--- config.mk ---
export PLATFORM = sky130hd
export DESIGN_NAME = sops_ram
export DESIGN_NICKNAME = d
export VERILOG_FILES = /design/src/rtl/sops_ram.sv
export SDC_FILE = /design/constraint.sdc
export NUM_CORES = 1
export LEC_CHECK = 0
export BUFFER_PORTS_ARGS = -buffer_cell sky130_fd_sc_hd__clkbuf_2
export CORE_UTILIZATION = 32
export CTS_CLUSTER_DIAMETER = 100
export DETAILED_ROUTE_END_ITERATION = 6
export PLACE_DENSITY_LB_ADDON = 0.1
export SLEW_MARGIN = 0
export SYNTH_ARGS = -nofsm -noshare
export SYNTH_HDL_FRONTEND = slang
export SYNTH_SLANG_ARGS = --single-unit
--- constraint.sdc ---
create_clock -name clk -period 1.95 [get_ports clk]
set_input_delay 0.2925 -clock clk [delete_from_list [all_inputs] [get_ports clk]]
set_output_delay 0.2925 -clock clk [all_outputs]
set_load 0.005 [all_outputs]
--- src/rtl/sops_ram.sv ---
// Generic simple dual-port RAM with registered read.
`timescale 1ns / 1ps
module sops_ram #(
	parameter int WIDTH = 8,
	parameter int DEPTH = 64
) (
	input  logic                     clk,
	input  logic                     we,
	input  logic [$clog2(DEPTH)-1:0] waddr,
	input  logic [WIDTH-1:0]         wdata,
	input  logic [$clog2(DEPTH)-1:0] raddr,
	output logic [WIDTH-1:0]         rdata
);
	logic [WIDTH-1:0] mem [DEPTH];

	always_ff @(posedge clk) begin
		if (we) begin
			mem[waddr] <= wdata;
		end
		rdata <= mem[raddr];
	end
endmodule

# Word level (Yosys, flattened, before mapping)
# Memories as Yosys holds them, arrays and structs flattened. A register that Yosys moved wholly into a read port is not among the register bits.
# Cells that the tools add are included.
# word_totals
reg_bits,0
mem_bits_rw,512
in_bits,22
output_inout_bits,8
elab_cells,3
n_memories,1
# classes
n_mux,2
# mem_list
memory,depth,width,read_ports,rd_clocked_by_memory_dff,wr,line,rtl
mem,64,8,1,1,1,14,logic [WIDTH-1:0] mem [DEPTH];
# op_table
cell,count
$mux 1,2

# Logic depth before layout (Yosys ltp)
# Gate-level depths: netlist (run 1).
# logic_depth
ltp_word,2
mapped_depth,9
mapped_depth_nobuf,5

# Worst setup path before layout (run 1)
# OpenSTA, ideal clock, no wires.
# synth_path
path_kind,input to register
start,in raddr[1]
end,"reg rdata[3], read port of mem"
setup_time_ns,0.128
t_arrival_ns,1.832
t_required_ns,1.822
slack_ns,-0.010
stages,7
n_path_buf,3
cell_sequence,buf_4 buf_2 buf_2 mux4_2 mux4_2 o21ai_1 o41ai_1
# synth_lines
item,line,rtl
"start, declared",11,"input logic [$clog2(DEPTH)-1:0] raddr,"
"end, declared",12,output logic [WIDTH-1:0] rdata

==> run_results.csv, run 1 <==
group,metric,value,unit
status,status,"finished, final reports clean",
synth,synth_mux_area_share,15.9,%
power,leakage,7.88,nW
sta,drv_slew,0,
clock_network,numCtsBuffers,56,
clock_network,clk_transition_reported_paths,0.06,ns
worst_setup_path,worst-path-buf-inv,1,
clock_network,cts_tree,"built",
min_path,holdPathStages,2,
clock_network,clock-root-buffer,"clkbuf_16",
synth,yosys.area_share.simple,3.39,%
worst_setup_path,path_delay_family,"multiplexers",
cells_and_area,final_cells,2030,
routing,drc_errors,0,
sta,clock-skew-final,0.0225,ns
cells_and_area,nNetsFinal,1169,
synth,syn_inst,940,
synth,ys_types,40,
cells_and_area,layout_commonest_cell,"edfxtp_1",
synth,yosys_warnings,0,
job,cap_violations,0,
synth,synth.yosys.seq_area_share,77.0,%
floorplan,die-area,64000,um2
placed_design,port_buffers,29,
worst_setup_path,end_kind,"register",
synth,synth_compound_area_share,2.07,%
floorplan,ios,30,
global_routing,grt_pass1_vias,10300,
placed_design,dp.cells,1927,
cells_and_area,final_util,39.3,%
global_routing,grt_remaining_overflow,0,
sta,finalHoldViolCount,0,
synth,yosys.area_share.adder,0,%
routing,wl_per_cell,26.0,um
routing,vias,9927,
sta,max-slew-margin-rel,49.9,%
sta,fmax,531,MHz
cells_and_area,seqCellArea,15500,um2
sta,finalCritPeriodShare,96.6,%
sta,min_period,1.88,ns
placed_design,finalWeightedCongestion,0.793,
routing,first_pass_iters,5,
power,irDropWorstVdd,0.000517,V
floorplan,core_area,61900,um2
synth,synth_xor_area_share,0,%
worst_setup_path,critPathLaunchType,"register",
min_path,hold_class,"in -> reg",
cells_and_area,drive_above_1_share,35.2,%
worst_setup_path,critPathMaxStageDelay,0.52,ns
worst_setup_path,critPathMaxFanout,1,
floorplan,row_count,91,
clock_network,htreeDepth,2,
synth,synth_area,20200,um2
placed_design,dp_hpwl,33.8,mm
worst_setup_path,cp_slowest_cell,"mux4_2",
worst_setup_path,cp_data_arrival_time,2.37,ns
worst_setup_path,critPathKind,"reg -> reg",
synth,synth_seq_cells,520,
worst_setup_path,cpMostUsedCell,"mux4_2",
worst_setup_path,worst_ep_required_time,2.44,ns
global_routing,busiest_layer,"met2",
global_routing,grt_max_degree,65,
cells_and_area,area_growth,20.8,%
synth,avgSynthCellArea,21.5,um2
worst_setup_path,cp_cell_sequence,"mux4_2 > mux4_2 > nor2_1 > buf_4 > o32ai_1",
cells_and_area,multi_input_area,4390,um2
global_routing,use_met2,26.6,%
synth,syn_nets,962,
global_routing,met1_usage,24.3,%
worst_setup_path,reg2reg_depth,5,
cells_and_area,fillers,5636,
sta,worst_pin_slew,0.752,ns
routing,wirelength,52.9,mm
floorplan,start_util,32.6,%
clock_network,cts_sinks,520,
global_routing,antenna_found_initial,3,
sta,rsz0062_at_grt,"no",
cells_and_area,final_cell_mix,"edfxtp_1 (512), buf_4 (153), mux4_2 (126)",
clock_network,clk_latency,0.61,ns
synth,synth_top_family_by_area,"multiplexers",
power,power_density,974,nW/um2
sta,setup_violations,0,
clock_network,post-cts-setup-buffers,0,
global_routing,grt_pass1_wl,76.6,mm
worst_setup_path,cp_num_cells,5,
floorplan,die_x,253,um
routing,viasPerCell,4.89,
clock_network,cts_buffer_depth,3,
routing,drt_iter0_markers,703,
global_routing,use_met3,3.06,%
global_routing,track_usage,17.0,%
routing,antenna_left,0,
clock_network,cts_hold_buf,0,
floorplan,die_h,253,um
[stage by stage]
stage               hold WS, ns  cell area [um2]  worst slack [ns]  TNS (ns)  total power, mW
global placement          0.702            22600            -0.671     -3.90             14.1
global route              0.198            24400           0.00559         0             24.5
floorplan                 0.391            20200            0.0175         0             13.3
finish                    0.213            24400            0.0667         0             23.7
detailed placement        0.697            22600            -0.646     -4.02             14.1
CTS                       0.179            24400            0.0138         0             24.0
[power by group]
| group | leakage, nW | switching, mW | internal [mW] |
|---|---|---|---|
| combinational | 2.37 | 0.793 | 0.598 |
| sequential | 4.67 | 0.0476 | 12.4 |
| clock | 0.832 | 4.22 | 5.72 |
| total | 7.88 | 5.06 | 18.7 |
[layout make-up]
cell class,count,area share (%)
Sequential cell,520,63.7
Multi-Input combinational cell,369,18.0
Timing Repair Buffer,200,6.95
Clock buffer,78,6.30
Tap cell,837,4.30
Clock inverter,25,0.678
Antenna cell,1,0.0103
[metal layers]
| metal | vias up | share of wire, % |
|---|---|---|
| met3 | 66 | 4.6 |
| met5 | - | 0.017 |
| met4 | 2 | 2.3 |
| met2 | 228 | 47 |
| met1 | 5289 | 47 |
| li1 | 4342 | - |
[kinds of logic (layout without fill, tap and decap cells)]
logic type,Yosys count,after routing
compound gates,54,54
buf+inv,51,303
flops,520,520
mux,162,162
other cells,0,1
simple gates,153,153
[final timing paths]
kind / to / startpoint / slack (ns)
max: rdata[4] / mem[55][4] / 0.07
min: mem[13][3] / wdata[3] / 0.21
max reg2reg: rdata[4] / mem[55][4] / 0.07
min reg2reg: rdata[4] / mem[30][4] / 0.83
[repair_timing]
item,4_1_cts,5_1_grt
pin swaps,1,2
resized for setup,10,4
hold endpoints to repair,0,0
setup endpoints to repair,8,4
[registers in the layout, summed over array words and instances, names as in the netlist]
| register | count |
|---|---|
| rdata | 8 |
| mem | 512 |
[worst register-to-register path: stages, from the launching register on]
cell      delay (ns)
edfxtp_1        0.35
mux4_2          0.52
mux4_2          0.52
nor2_1          0.18
buf_4           0.14
o32ai_1         0.07
[cells in the mapped netlist, drive strengths merged]
library cell	n	area share, %
edfxtp	512	76
mux4	126	14
nor2	83	1.5
buf	34	1.3
mux2i	23	1.1
nand2	19	0.35
clkbuf	17	0.32
nor2b	14	0.43
mux2	13	0.73
nand3	13	0.32
dfxtp	8	0.79
o221ai	8	0.35
o22ai	8	0.25
nand2b	7	0.22
nor3	7	0.17
a221oi	6	0.26
a211oi	4	0.15
o21ai	4	0.099
a21oi	3	0.074
a22oi	3	0.11
nand3b	3	0.11
o2111ai	3	0.13
o2bb2ai	3	0.13
a2111oi	2	0.087
nand4	2	0.062
nor4	2	0.062
o21a	2	0.074
o221a	2	0.11
o32ai	2	0.087
o41ai	2	0.087
a31oi	1	0.031
and2	1	0.031
nand4b	1	0.043
o311ai	1	0.043
or3	1	0.031
No activity file was read; power rests on OpenSTA's default activity.
==> inputs of run 2 (changes only) <==
- BUFFER_PORTS_ARGS: -buffer_cell sky130_fd_sc_hd__clkbuf_2 -> -buffer_cell sky130_fd_sc_hd__buf_2
==> run_results.csv, run 2 (synthesized netlist as in run 1, its figures left out) <==
group,metric,value,unit
status,status,"finished with violations",
status,violations,"negative setup slack",
worst_setup_path,rrSetupSlack,-0.01,ns
floorplan,core_area,61900,um2
routing,drt_iter0_markers,801,
sta,max-slew-margin-rel,45.4,%
placed_design,postPlaceCellArea,22500,um2
placed_design,dp.cells,1924,
routing,wirelength,52.1,mm
worst_setup_path,cp_data_arrival_time,2.43,ns
cells_and_area,largest_reg_flops,512,
clock_network,cts_buffer_depth,3,
cells_and_area,drive_above_1_share,36.1,%
power,irDropWorstVdd,0.000614,V
clock_network,cts_sinks,520,
power,switching_share,20.6,%
clock_network,cts_tree,"built",
power,power.share.clock,44.4,%
global_routing,antenna_found_initial,4,
floorplan,start_util,32.6,%
power,leakage,7.96,nW
worst_setup_path,critPathLaunchType,"register",
floorplan,die_h,253,um
worst_setup_path,cp-startpoint,"mem[24][4]",
global_routing,grt_pass1_vias,10300,
worst_setup_path,worst_ep_required_time,2.42,ns
floorplan,die_x,253,um
worst_setup_path,reg2reg_depth,6,
min_path,hold_class,"in -> reg",
clock_network,htreeDepth,2,
routing,wl_per_cell,25.7,um
sta,setup-tns-final,-0.0133,ns
routing,vias,9969,
clock_network,post-cts-setup-buffers,0,
routing,viasPerCell,4.91,
min_path,worstHoldStart,"wdata[2]",
sta,fmax,509,MHz
power,power_density,1010,nW/um2
routing,antenna_left,0,
floorplan,die-area,64000,um2
clock_network,clk_transition_reported_paths,0.06,ns
routing,first_pass_iters,5,
floorplan,ios,30,
cells_and_area,final_cell_mix,"edfxtp_1 (512), buf_4 (156), mux4_2 (126)",
sta,finalCritPeriodShare,101,%
cells_and_area,fillers,5638,
cells_and_area,area_growth,21.6,%
cells_and_area,nNetsFinal,1167,
cells_and_area,multi_input_area,4420,um2
power,power.switching,5.11,mW
global_routing,grt_pass1_wl,75.2,mm
sta,setup_slack,-0.0133,ns
clock_network,clk_latency,0.61,ns
power,p_comb_share,5.6,%
global_routing,grt_remaining_overflow,0,
job,cap_violations,0,
worst_setup_path,r2r_end,"rdata[4]",
cells_and_area,layout_commonest_cell,"edfxtp_1",
power,p_int,19.7,mW
sta,finalHoldViolCount,0,
cells_and_area,largest_register,"mem",
global_routing,grt_max_degree,65,
sta,setup_violations,1,
worst_setup_path,cp-endpoint,"rdata[4]",
clock_network,numCtsBuffers,56,
clock_network,clock-root-buffer,"clkbuf_16",
cells_and_area,reg.largest.list,"mem (512), rdata (8)",
cells_and_area,final_cells,2030,
global_routing,track_usage,16.7,%
routing,drc_errors,0,
sta,min_period,1.96,ns
placed_design,finalWeightedCongestion,0.772,
cells_and_area,design_area,24500,um2
min_path,holdPathStages,1,
worst_setup_path,critPathMaxFanout,1,
cells_and_area,final_util,39.6,%
worst_setup_path,rr_startpoint,"mem[24][4]",
sta,timing.hold.ws,0.148,ns
placed_design,dp_slack,-0.711,ns
sta,clock-skew-final,0.0250,ns
power,power_frac_seq,50.0,%
power,power.total,24.8,mW
cells_and_area,seqCellArea,15500,um2
worst_setup_path,critPathKind,"reg -> reg",
sta,drv_slew,0,
sta,rsz0062_at_grt,"yes",
placed_design,dp_hpwl,33.8,mm
placed_design,port_buffers,29,
floorplan,row_count,91,
worst_setup_path,end_kind,"register",
sta,worst_pin_slew,0.819,ns
==> run 2: power groups by stage <==
stage	Clock, mW	Combinational (mW)	Sequential (mW)
6_report	11.0	1.38	12.4
5_1_grt	11.7	1.49	12.4
4_1_cts	11.3	1.41	12.4
3_5_place_dp	0	1.39	12.6
3_3_place_gp	0	1.38	12.7
2_1_floorplan	0	0.660	12.6
==> run 2: worst max-delay path, cell delays in order, from the launching register on <==
cell	delay [ns]
edfxtp_1	0.36
mux4_2	0.48
mux2_4	0.29
o221a_4	0.27
nor3_4	0.20
buf_6	0.14
o32ai_1	0.07
==> run 2: routing by layer <==
| layer | wire length [um] | global-route usage [%] | up-vias |
|---|---|---|---|
| met1 | 24200 | 23.3 | 5348 |
| met5 | 21 | 0 | - |
| met2 | 24800 | 26.8 | 200 |
| met3 | 2080 | 3.05 | 73 |
| li1 | - | - | 4344 |
| met4 | 1040 | 4.47 | 4 |
==> run 2: worst min-delay path by stage <==
| stage | to | slack [ns] |
|---|---|---|
| global placement | rdata[4] | 0.71 |
| floorplan | mem[0][0] | 0.39 |
| global route | mem[14][2] | 0.13 |
| detailed placement | rdata[4] | 0.69 |
| CTS | mem[4][2] | 0.12 |
| finish | mem[10][2] | 0.15 |
==> run 2: timing repair <==
action / 4_1_cts / 5_1_grt
endpoints found under the setup margin: 6 / 5
hold buffers: 0 / 0
resized for setup: 14 / 5
endpoints found under the hold margin: 0 / 0
pin swaps: 2 / 0
gates cloned: 0 / 0
==> run 2: final cells by class <==
class | count | share of cell area [%]
clock buffer | 71 | 6.12
tap | 837 | 4.27
clock inverter | 34 | 1.74
multi-input combinational | 369 | 18.0
timing repair buffer | 198 | 6.51
sequential | 520 | 63.3
antenna | 1 | 0.0102
==> inputs of run 3 (changes only) <==
- CORE_UTILIZATION: 32 -> 40
- clock period: 1.95 -> 2.3 ns (I/O delays scaled with it)
==> run_results.csv, run 3 (synthesized netlist as in run 1, its figures left out) <==
group,metric,value,unit
cells_and_area,reg.largest.list,"mem (512), rdata (8)",
worst_setup_path,cp-startpoint,"mem[46][0]",
power,leakage,7.77,nW
routing,wirelength,48.8,mm
global_routing,grt_max_degree,65,
sta,setup-tns-final,0,ns
worst_setup_path,end_kind,"register",
clock_network,numCtsBuffers,56,
global_routing,track_usage,19.8,%
sta,drv_slew,0,
power,power_frac_seq,52.4,%
global_routing,grt_pass1_wl,71.1,mm
floorplan,core_area,49400,um2
clock_network,cts_tree,"built",
cells_and_area,drive_above_1_share,34.4,%
cells_and_area,final_cell_mix,"edfxtp_1 (512), buf_4 (139), mux4_2 (126)",
floorplan,start_util,40.9,%
cells_and_area,layout_commonest_cell,"edfxtp_1",
floorplan,die-area,51300,um2
sta,fmax,484,MHz
cells_and_area,nNetsFinal,1151,
clock_network,clock-root-buffer,"clkbuf_16",
clock_network,clk_latency,0.60,ns
power,irDropWorstVdd,0.000538,V
cells_and_area,largest_register,"mem",
sta,min_period,2.07,ns
worst_setup_path,rr_startpoint,"mem[46][0]",
power,power.share.clock,42.2,%
clock_network,cts_hold_buf,0,
clock_network,htreeDepth,2,
routing,vias,9881,
routing,drc_errors,0,
floorplan,die_x,227,um
clock_network,cts_sinks,520,
worst_setup_path,critPathKind,"reg -> reg",
power,power.switching,4.28,mW
sta,clock-skew-final,0.0121,ns
job,cap_violations,0,
worst_setup_path,cp_data_arrival_time,2.53,ns
sta,max-slew-margin-rel,51.3,%
placed_design,dp_slack,-0.223,ns
routing,antenna_left,0,
placed_design,port_buffers,29,
power,power_density,840,nW/um2
placed_design,dp_hpwl,31.8,mm
routing,first_pass_iters,5,
sta,setup_violations,0,
cells_and_area,area_growth,18.6,%
global_routing,grt_remaining_overflow,0,
placed_design,finalWeightedCongestion,0.802,
floorplan,ios,30,
clock_network,clk_transition_reported_paths,0.06,ns
sta,finalHoldViolCount,0,
worst_setup_path,critPathMaxFanout,1,
routing,drt_iter0_markers,691,
global_routing,grt_pass1_vias,10200,
status,status,"finished, final reports clean",
sta,worst_pin_slew,0.730,ns
cells_and_area,final_util,48.5,%
sta,rsz0062_at_grt,"no",
routing,wl_per_cell,26.5,um
clock_network,post-cts-setup-buffers,0,
cells_and_area,largest_reg_flops,512,
clock_network,cts_buffer_depth,3,
power,switching_share,21.3,%
routing,viasPerCell,5.37,
min_path,worstHoldStart,"wdata[5]",
power,power.total,20.1,mW
floorplan,row_count,81,
power,p_comb_share,5.5,%
sta,finalCritPeriodShare,89.9,%
power,p_int,15.8,mW
worst_setup_path,worst_ep_required_time,2.76,ns
sta,setup_slack,0.233,ns
floorplan,die_h,227,um
global_routing,antenna_found_initial,7,
worst_setup_path,critPathLaunchType,"register",
min_path,hold_class,"in -> reg",
clock_network,ctsResizeCount,0,
-- run 3: changes by cell type in the layout (fill, tap and decap cells not counted), sizes merged --
cell and change:
buf -16, clkinvlp +2, clkinv -1, diode +2, clkbuf +1, inv +3
bufinv -8
-- run 3: metrics by stage --
step / area (um2) / instances / hold slack [ns]
floorplan: 20200 / 940 / 0.444
global placement: 22200 / 1735 / 0.810
detailed placement: 22200 / 1735 / 0.794
CTS: 23900 / 1837 / 0.210
global route: 23900 / 1838 / 0.233
finish: 23900 / 1840 / 0.237
-- run 3: final timing paths --
path	endpoint	slack [ns]	cells past startpoint
max	rdata[0]	0.23	4
min	mem[52][5]	0.24	1
max reg2reg	rdata[0]	0.23	4
min reg2reg	rdata[4]	0.80	3
-- run 3: layout make-up --
class	instances	area, um2
Fill cell	4129	25400
Sequential cell	520	15500
Multi-Input combinational cell	369	4320
Clock buffer	72	1520
Timing Repair Buffer	182	1510
Tap cell	664	831
Clock inverter	30	206
Antenna cell	3	7.51
-- run 3: routing by layer --
metal  GRT usage (%)  part of all wire (%)
met1            27.8                    44
met5               0                 0.098
met3            4.22                   6.4
met4            6.12                   2.3
met2            31.1                    48
-- run 3: critical path, stage by stage (launching register included) --
cell and delay (ns):
edfxtp_1 0.36, mux4_2 0.48, mux2_2 0.32, a221oi_1 0.63
o2bb2ai_1 0.14
-- run 3: power by group through the flow --
stage	clock network (mW)	logic, mW	registers (mW)
floorplan	0	0.559	10.7
global placement	0	1.11	10.7
detailed placement	0	1.12	10.7
CTS	8.69	1.12	10.5
global route	9.03	1.18	10.5
finish	8.48	1.10	10.5
